`src/rtl/sha_pkg.sv`:
```
// Shared types, constants and tables of the streaming SHA-256 hasher.
`default_nettype none

package sha_pkg;

  typedef logic [31:0] word_t;

  // Sequencer states.
  typedef enum logic [2:0] {
    ST_IDLE,
    ST_ROUND,
    ST_UPDATE,
    ST_PAD,
    ST_OUT
  } sha_state_e;

  // Control bundle from the sequencer to the compression datapath.
  typedef struct packed {
    logic       shift_en;
    logic [7:0] shift_byte;
    logic       load_vars;
    logic       round_en;
    logic [5:0] round_idx;
    logic       add_hash;
    logic       init_hash;
  } sha_ctl_t;

  localparam logic [7:0] PAD_BYTE   = 8'h80;
  localparam logic [5:0] LEN_POS    = 6'd56;
  localparam logic [5:0] LAST_POS   = 6'd63;
  localparam logic [5:0] LAST_ROUND = 6'd63;
  localparam logic [2:0] LAST_IDX   = 3'd7;
  localparam logic [63:0] BYTE_BITS = 64'd8;

  // Initial hash value.
  localparam word_t HASH_IV [8] = '{
    32'h6a09e667, 32'hbb67ae85, 32'h3c6ef372, 32'ha54ff53a,
    32'h510e527f, 32'h9b05688c, 32'h1f83d9ab, 32'h5be0cd19
  };

  // Round constants.
  localparam word_t ROUND_K [64] = '{
    32'h428a2f98, 32'h71374491, 32'hb5c0fbcf, 32'he9b5dba5,
    32'h3956c25b, 32'h59f111f1, 32'h923f82a4, 32'hab1c5ed5,
    32'hd807aa98, 32'h12835b01, 32'h243185be, 32'h550c7dc3,
    32'h72be5d74, 32'h80deb1fe, 32'h9bdc06a7, 32'hc19bf174,
    32'he49b69c1, 32'hefbe4786, 32'h0fc19dc6, 32'h240ca1cc,
    32'h2de92c6f, 32'h4a7484aa, 32'h5cb0a9dc, 32'h76f988da,
    32'h983e5152, 32'ha831c66d, 32'hb00327c8, 32'hbf597fc7,
    32'hc6e00bf3, 32'hd5a79147, 32'h06ca6351, 32'h14292967,
    32'h27b70a85, 32'h2e1b2138, 32'h4d2c6dfc, 32'h53380d13,
    32'h650a7354, 32'h766a0abb, 32'h81c2c92e, 32'h92722c85,
    32'ha2bfe8a1, 32'ha81a664b, 32'hc24b8b70, 32'hc76c51a3,
    32'hd192e819, 32'hd6990624, 32'hf40e3585, 32'h106aa070,
    32'h19a4c116, 32'h1e376c08, 32'h2748774c, 32'h34b0bcb5,
    32'h391c0cb3, 32'h4ed8aa4a, 32'h5b9cca4f, 32'h682e6ff3,
    32'h748f82ee, 32'h78a5636f, 32'h84c87814, 32'h8cc70208,
    32'h90befffa, 32'ha4506ceb, 32'hbef9a3f7, 32'hc67178f2
  };

endpackage

`default_nettype wire

```
`src/rtl/sha_core.sv`:
```
// Compression datapath: block shift window, one shared round unit and the chaining value.
`default_nettype none

module sha_core import sha_pkg::*; (
  input  logic     clk_i,
  input  logic     rst_ni,
  input  sha_ctl_t ctl_i,
  output word_t    hash_o [8]
);

  word_t win_q  [16];
  word_t win_d  [16];
  word_t var_q  [8];
  word_t var_d  [8];
  word_t hash_q [8];
  word_t hash_d [8];

  word_t w_sched;
  word_t w_t;
  word_t t1;
  word_t t2;

  function automatic word_t rotr(input word_t x, input int n);
    rotr = (x >> n) | (x << (32 - n));
  endfunction

  function automatic word_t sml_sig0(input word_t x);
    sml_sig0 = rotr(x, 7) ^ rotr(x, 18) ^ (x >> 3);
  endfunction

  function automatic word_t sml_sig1(input word_t x);
    sml_sig1 = rotr(x, 17) ^ rotr(x, 19) ^ (x >> 10);
  endfunction

  function automatic word_t big_sig0(input word_t x);
    big_sig0 = rotr(x, 2) ^ rotr(x, 13) ^ rotr(x, 22);
  endfunction

  function automatic word_t big_sig1(input word_t x);
    big_sig1 = rotr(x, 6) ^ rotr(x, 11) ^ rotr(x, 25);
  endfunction

  // Schedule word: the first sixteen rounds take the block words as they
  // rotate through the window, later rounds extend the schedule.
  always_comb begin
    w_sched = sml_sig1(win_q[14]) + win_q[9] + sml_sig0(win_q[1]) + win_q[0];
    w_t     = (ctl_i.round_idx[5:4] == 2'b00) ? win_q[0] : w_sched;
  end

  // Round function on the working variables a..h.
  always_comb begin
    t1 = var_q[7] + big_sig1(var_q[4]) +
         ((var_q[4] & var_q[5]) ^ (~var_q[4] & var_q[6])) +
         ROUND_K[ctl_i.round_idx] + w_t;
    t2 = big_sig0(var_q[0]) +
         ((var_q[0] & var_q[1]) ^ (var_q[0] & var_q[2]) ^ (var_q[1] & var_q[2]));
  end

  // Window: bytes shift in at the bottom, rounds rotate word by word.
  always_comb begin
    win_d = win_q;
    if (ctl_i.shift_en) begin
      for (int i = 0; i < 15; i++) begin
        win_d[i] = {win_q[i][23:0], win_q[i+1][31:24]};
      end
      win_d[15] = {win_q[15][23:0], ctl_i.shift_byte};
    end else if (ctl_i.round_en) begin
      for (int i = 0; i < 15; i++) begin
        win_d[i] = win_q[i+1];
      end
      win_d[15] = w_t;
    end
  end

  // Working variables load from the chaining value, then step once a round.
  always_comb begin
    var_d = var_q;
    if (ctl_i.load_vars) begin
      var_d = hash_q;
    end else if (ctl_i.round_en) begin
      var_d[7] = var_q[6];
      var_d[6] = var_q[5];
      var_d[5] = var_q[4];
      var_d[4] = var_q[3] + t1;
      var_d[3] = var_q[2];
      var_d[2] = var_q[1];
      var_d[1] = var_q[0];
      var_d[0] = t1 + t2;
    end
  end

  // Chaining value: feed-forward after a block, back to the initial value per message.
  always_comb begin
    hash_d = hash_q;
    if (ctl_i.init_hash) begin
      hash_d = HASH_IV;
    end else if (ctl_i.add_hash) begin
      for (int i = 0; i < 8; i++) begin
        hash_d[i] = hash_q[i] + var_q[i];
      end
    end
  end

  always_ff @(posedge clk_i) begin
    win_q <= win_d;
    var_q <= var_d;
  end

  always_ff @(posedge clk_i or negedge rst_ni) begin
    if (!rst_ni) begin
      hash_q <= HASH_IV;
    end else begin
      hash_q <= hash_d;
    end
  end

  assign hash_o = hash_q;

endmodule

`default_nettype wire

```
`src/rtl/sha256_stream_hasher.sv`:
```
// Top level: byte intake, padding sequencer, round counter and digest output.
// A byte that neither fills a block nor ends the message leaves the input ready. A byte
// that fills a block holds the input while the 64 rounds run on the shared round unit and
// the feed-forward follows. End of message pads byte by byte (up to 64 pad bytes, or 72 when
// the length spills into a second block) and compresses each padded block with 64 rounds and
// a feed-forward, then eight digest items go out, one per cycle when out_ready_i is high.
// Reset loads the initial hash value and clears counters; the byte window needs no clearing.
`default_nettype none

module sha256_stream_hasher import sha_pkg::*; (
  input  logic        clk_i,
  input  logic        rst_ni,
  input  logic        in_valid_i,
  output logic        in_ready_o,
  input  logic [7:0]  data_byte_i,
  input  logic        byte_present_i,
  input  logic        end_of_message_i,
  output logic        out_valid_o,
  input  logic        out_ready_i,
  output logic [31:0] digest_word_o,
  output logic [2:0]  word_index_o,
  output logic        last_word_o
);

  sha_state_e  state_q, state_d;
  logic [5:0]  fill_q, fill_d;
  logic [5:0]  rnd_q, rnd_d;
  logic [2:0]  idx_q, idx_d;
  logic [63:0] bit_cnt_q, bit_cnt_d;
  logic        fin_q, fin_d;
  logic        first_q, first_d;
  logic        len_ok_q, len_ok_d;
  logic        last_q, last_d;

  logic        in_fire;
  logic        out_fire;
  logic [63:0] len_sh;
  sha_ctl_t    ctl;
  word_t       hash [8];

  assign in_fire  = in_valid_i & in_ready_o;
  assign out_fire = out_valid_o & out_ready_i;

  // Length bytes go out most significant first at block positions 56 to 63.
  assign len_sh = bit_cnt_q << {fill_q[2:0], 3'b000};

  // Next state.
  always_comb begin
    state_d = state_q;
    unique case (state_q)
      ST_IDLE: begin
        if (in_fire) begin
          if (byte_present_i && (fill_q == LAST_POS)) begin
            state_d = ST_ROUND;
          end else if (end_of_message_i) begin
            state_d = ST_PAD;
          end
        end
      end
      ST_ROUND: begin
        if (rnd_q == LAST_ROUND) begin
          state_d = ST_UPDATE;
        end
      end
      ST_UPDATE: begin
        if (last_q) begin
          state_d = ST_OUT;
        end else if (fin_q) begin
          state_d = ST_PAD;
        end else begin
          state_d = ST_IDLE;
        end
      end
      ST_PAD: begin
        if (fill_q == LAST_POS) begin
          state_d = ST_ROUND;
        end
      end
      ST_OUT: begin
        if (out_fire && (idx_q == LAST_IDX)) begin
          state_d = ST_IDLE;
        end
      end
      default: state_d = ST_IDLE;
    endcase
  end

  // Sequencer outputs and counter updates.
  always_comb begin
    fill_d      = fill_q;
    rnd_d       = rnd_q;
    idx_d       = idx_q;
    bit_cnt_d   = bit_cnt_q;
    fin_d       = fin_q;
    first_d     = first_q;
    len_ok_d    = len_ok_q;
    last_d      = last_q;
    in_ready_o  = 1'b0;
    out_valid_o = 1'b0;
    ctl         = '0;
    unique case (state_q)
      ST_IDLE: begin
        in_ready_o = 1'b1;
        if (in_fire) begin
          fin_d   = end_of_message_i;
          first_d = end_of_message_i;
          if (byte_present_i) begin
            ctl.shift_en   = 1'b1;
            ctl.shift_byte = data_byte_i;
            fill_d         = fill_q + 6'd1;
            bit_cnt_d      = bit_cnt_q + BYTE_BITS;
            if (fill_q == LAST_POS) begin
              ctl.load_vars = 1'b1;
              rnd_d         = '0;
              last_d        = 1'b0;
            end
          end
        end
      end
      ST_ROUND: begin
        ctl.round_en  = 1'b1;
        ctl.round_idx = rnd_q;
        rnd_d         = rnd_q + 6'd1;
      end
      ST_UPDATE: begin
        ctl.add_hash = 1'b1;
        len_ok_d     = 1'b1;
      end
      ST_PAD: begin
        ctl.shift_en = 1'b1;
        if (first_q) begin
          ctl.shift_byte = PAD_BYTE;
          len_ok_d       = (fill_q < LEN_POS);
        end else if (len_ok_q && (fill_q >= LEN_POS)) begin
          ctl.shift_byte = len_sh[63:56];
        end else begin
          ctl.shift_byte = 8'h00;
        end
        first_d = 1'b0;
        fill_d  = fill_q + 6'd1;
        if (fill_q == LAST_POS) begin
          ctl.load_vars = 1'b1;
          rnd_d         = '0;
          last_d        = !first_q && len_ok_q;
        end
      end
      ST_OUT: begin
        out_valid_o = 1'b1;
        if (out_fire) begin
          idx_d = idx_q + 3'd1;
          if (idx_q == LAST_IDX) begin
            ctl.init_hash = 1'b1;
            bit_cnt_d     = '0;
            fill_d        = '0;
            fin_d         = 1'b0;
            last_d        = 1'b0;
          end
        end
      end
      default: begin
        ctl = '0;
      end
    endcase
  end

  always_ff @(posedge clk_i or negedge rst_ni) begin
    if (!rst_ni) begin
      state_q   <= ST_IDLE;
      fill_q    <= '0;
      rnd_q     <= '0;
      idx_q     <= '0;
      bit_cnt_q <= '0;
      fin_q     <= 1'b0;
      first_q   <= 1'b0;
      len_ok_q  <= 1'b0;
      last_q    <= 1'b0;
    end else begin
      state_q   <= state_d;
      fill_q    <= fill_d;
      rnd_q     <= rnd_d;
      idx_q     <= idx_d;
      bit_cnt_q <= bit_cnt_d;
      fin_q     <= fin_d;
      first_q   <= first_d;
      len_ok_q  <= len_ok_d;
      last_q    <= last_d;
    end
  end

  sha_core u_core (
    .clk_i  (clk_i),
    .rst_ni (rst_ni),
    .ctl_i  (ctl),
    .hash_o (hash)
  );

  // Digest item output straight from the chaining value.
  assign digest_word_o = hash[idx_q];
  assign word_index_o  = idx_q;
  assign last_word_o   = (idx_q == LAST_IDX);

`ifndef SYNTHESIS
  // Input and output sides are never open in the same cycle.
  assert property (@(posedge clk_i) disable iff (!rst_ni)
    !(in_ready_o && out_valid_o))
    else $error("input accepted while digest is pending");

  // Every compression starts at round zero.
  assert property (@(posedge clk_i) disable iff (!rst_ni)
    $rose(state_q == ST_ROUND) |-> (rnd_q == '0))
    else $error("compression started at a nonzero round");

  // The final block always leaves the byte counter block-aligned and digest output at word 0.
  assert property (@(posedge clk_i) disable iff (!rst_ni)
    (state_q == ST_UPDATE && last_q) |=> (state_q == ST_OUT && idx_q == '0 && fill_q == '0))
    else $error("digest output entered with bad alignment");

  // After the last digest word the message state is back to its start.
  assert property (@(posedge clk_i) disable iff (!rst_ni)
    (out_fire && last_word_o) |=> (state_q == ST_IDLE && bit_cnt_q == '0 && !fin_q))
    else $error("message state not cleared after digest");
`endif

endmodule

`default_nettype wire
```
`config.mk`:
```
export PLATFORM = sky130hd
export DESIGN_NAME = sha256_stream_hasher
export DESIGN_NICKNAME = d
export VERILOG_FILES = /design/src/rtl/sha_pkg.sv /design/src/rtl/sha_core.sv /design/src/rtl/sha256_stream_hasher.sv
export SDC_FILE = /design/constraint.sdc
export NUM_CORES = 2
export LEC_CHECK = 0
export BUFFER_PORTS_ARGS = -buffer_cell sky130_fd_sc_hd__buf_2
export CORE_MARGIN = 2
export CORE_UTILIZATION = 65
export CTS_BUF_LIST = sky130_fd_sc_hd__clkbuf_4 sky130_fd_sc_hd__clkbuf_8
export DETAILED_ROUTE_END_ITERATION = 10
export GPL_TIMING_DRIVEN = 1
export PLACE_DENSITY = 0.8
export SYNTH_ARGS = -nofsm -noshare
export SYNTH_HDL_FRONTEND = slang
export SYNTH_SLANG_ARGS = --single-unit
export TNS_END_PERCENT = 1
```
`constraint.sdc`:
```
create_clock -name clk_i -period 28.1 [get_ports clk_i]
set_clock_uncertainty 0.05 [all_clocks]
set_input_delay 2.81 -clock clk_i [delete_from_list [all_inputs] [get_ports clk_i]]
set_output_delay 2.81 -clock clk_i [all_outputs]
set_load 0.02 [all_outputs]
```
==> metrics.cfg <==
[finish]
drive_gt1_share_pct = 9.16
multi_input_area_um2 = 41200
final-seq-area_um2 = 31700
layout.cells.non_filler = 9881
nFillCells = 8919
final_core_util_pct = 69.8
syn_to_final_growth_pct = 6.59
nets = 8803

[setup_path]
crit_slowest_cell = ha_1
critPathLaunchType = register
ff2ff_setup_slack_ps = 16780
critPathKind = register to register
critical_path_required_ps = 28680
cp-end-kind = register
max_stage_delay_ps = 800
arrival_ps = 11900
worstPathMaxFanout = 17
cp_common_cell = nor2_1
r2r-start = state_q[2]
reg2reg_depth = 42
r2r-end = u_core.var_q[255]

[clock_tree]
cts.repair.resized = 0
clkTransAtPathRegs_ps = 70
clock_latency_ps = 940
cts_tree = built
cts_setup_buffers = 0
cts_buffers = 187
clock-sinks = 1107
clock-root-buffer = clkbuf_8
holdBufCountCts = 0
htree_num_levels = 4
cts.path.max_buffers = 3

[floorplanning]
num_rows = 125
die_h_um = 346
die-area_um2 = 120000
die_w_um = 346
ioPinCount = 52
core_um2 = 116000
initial_utilization_pct = 65.5

[drt]
firstDrtPassIters = 8
avgViaCountPerCell = 6.29
dr.first_iter.drc_count = 7496
drc = 0
avgRoutedWirePerCell_um = 23.7
dr_total_vias = 62183
ant_nets = 0
drt-total-wl_um = 235000

[sta]
grt_setup_unrepaired = false
fin_crit_ps = 11320
final-setup-viol-count = 0
whs_ps = 468
maxSlewHeadroom_pct = 16.5
max_freq_ghz = 0.0884
fin_crit_sh_pct = 40.3
tightest_slew_ps = 1240
slew_violations = 0
tns_ps = 0
hold_viol = 0

[outcome]
status = completed

[logic_synthesis]
synth_nets = 8952
synth_largest_area_cell = edfxtp_1
yosysMostFrequentCell = nand2_1
yosysWarnings = 0
dominantRegCellSynth = edfxtp_1
synth_seq_cells = 1107
synth_area_um2 = 76000
synthArstFlopShare_pct = 30.6
synth_top_area_share_pct = 30.3
synth.area.top_cells = edfxtp_1 30%, nand2_1 12%, dfrtp_1 6.7%, ha_1 6.6%, fa_1 5.2%
synth_common_cells = 2,337 x nand2_1, 768 x edfxtp_1, 516 x a21oi_1, 473 x nor2_1, 454 x o21ai_0
synth_area_per_cell_um2 = 9.11
seq_area_frac_synth_pct = 41.7
synth-edff-count = 768
synth.distinct_cells = 99
synth_cells = 8341

[placed_design]
place_inst = 9527
io_buffers = 51
gp_congestion = 1.03
dp_hpwl_um = 168000

[hold_path]
worstHoldStart = u_core.win_q[100]
hold_depth = 2
hp-class = register to register
min_to = u_core.win_q[132]

[global_routing]
grt_overflow = 0
grt_pass1_wl_um = 357000
grt_pass1_vias = 60594
grt_usage_pct = 39.0
antenna_found_initial = 9
grt_max_degree = 185

[job]
max_cap_violations = 0

[worst max-delay path by stage]
stage	slack (ps)	depth (start not counted)	end	start
after floorplan	12970	4	u_core.win_q[0]	in_valid_i
after global placement	17180	39	u_core.var_q[255]	state_q[2]
final	16780	42	u_core.var_q[255]	state_q[2]
after CTS	17100	41	u_core.var_q[255]	state_q[2]
after detailed placement	17090	41	u_core.var_q[255]	state_q[2]
after global routing	16320	42	u_core.var_q[255]	state_q[2]
[logic make-up (layout without fill, tap and decap cells)]
logic type / after synthesis / in the layout / synth area share [%]
DFF: 1107 / 1107 / 41.7
adders and majority gates: 615 / 615 / 12.0
muxes: 161 / 161 / 3.46
other: 0 / 3 / 0
and+or+nand+nor: 3364 / 3364 / 18.2
AOI/OAI and AO/OA: 1627 / 1627 / 13.1
buffers and inverters: 836 / 849 / 4.14
xor gates and xnor gates: 631 / 631 / 7.27
[cells in the final DEF, fill, tap and decap left out, types with 50 or more instances in the layout]
master,netlist,layout
clkbuf_8,0,204
xor2_1,256,256
nand2b_1,59,59
buf_2,0,50
edfxtp_1,768,768
dfrtp_1,203,200
nand3_1,144,143
mux4_2,77,77
o21a_1,61,61
ha_1,400,400
nand2_1,2337,2332
buf_4,1,77
nor2_1,473,470
clkbuf_4,0,68
fa_1,197,197
inv_1,366,366
dfstp_2,136,136
o21ai_0,454,454
a21o_1,167,166
nor3_1,106,105
xnor2_1,375,375
a21oi_1,516,515
[critical path, delay by kind of cell, from the launching register on]
family / cells / cell delay (ps)
buf+inv: 4 / 340
compound gates: 17 / 3850
fa+ha+maj: 9 / 4110
flops: 1 / 680
xor+xnor: 3 / 430
simple gates: 9 / 1530
[through the flow]
step,cell area [µm²],setup slack (ps)
floorplan,76000,12970
global placement,77100,17180
detailed placement,77100,17090
CTS,81000,17100
global route,81000,16320
finish,81000,16780
[area by class of cell]
type / instances / share of cell area, %
Sequential cell: 1107 / 39.2
Clock buffer: 272 / 4.10
Multi-Input combinational cell: 6398 / 50.9
Clock inverter: 79 / 0.687
Timing Repair Buffer: 130 / 1.09
Inverter: 368 / 1.71
Antenna cell: 3 / 0.00927
Tap cell: 1524 / 2.35
[state kept, by name, summed over array words and instances, names as in the netlist]
name           flops
fill_q             6
len_ok_q           1
u_core.hash_o    256
bit_cnt_q         61
word_index_o       3
first_q            1
u_core.win_q     512
rnd_q              6
state_q            3
fin_q              1
u_core.var_q     256
last_q             1
[metal layers]
layer / vias up / part of all wire, % / global-route usage (%)
met4: 2 / 6.2 / 21.7
met3: 670 / 9.2 / 6.73
li1: 28319 / - / -
met1: 29877 / 38 / 50.3
met2: 3315 / 47 / 62.9
met5: - / 0.0055 / 0
Power is not shown: default switching activity piles up to over one toggle a cycle in this logic, so the estimate is an artifact.
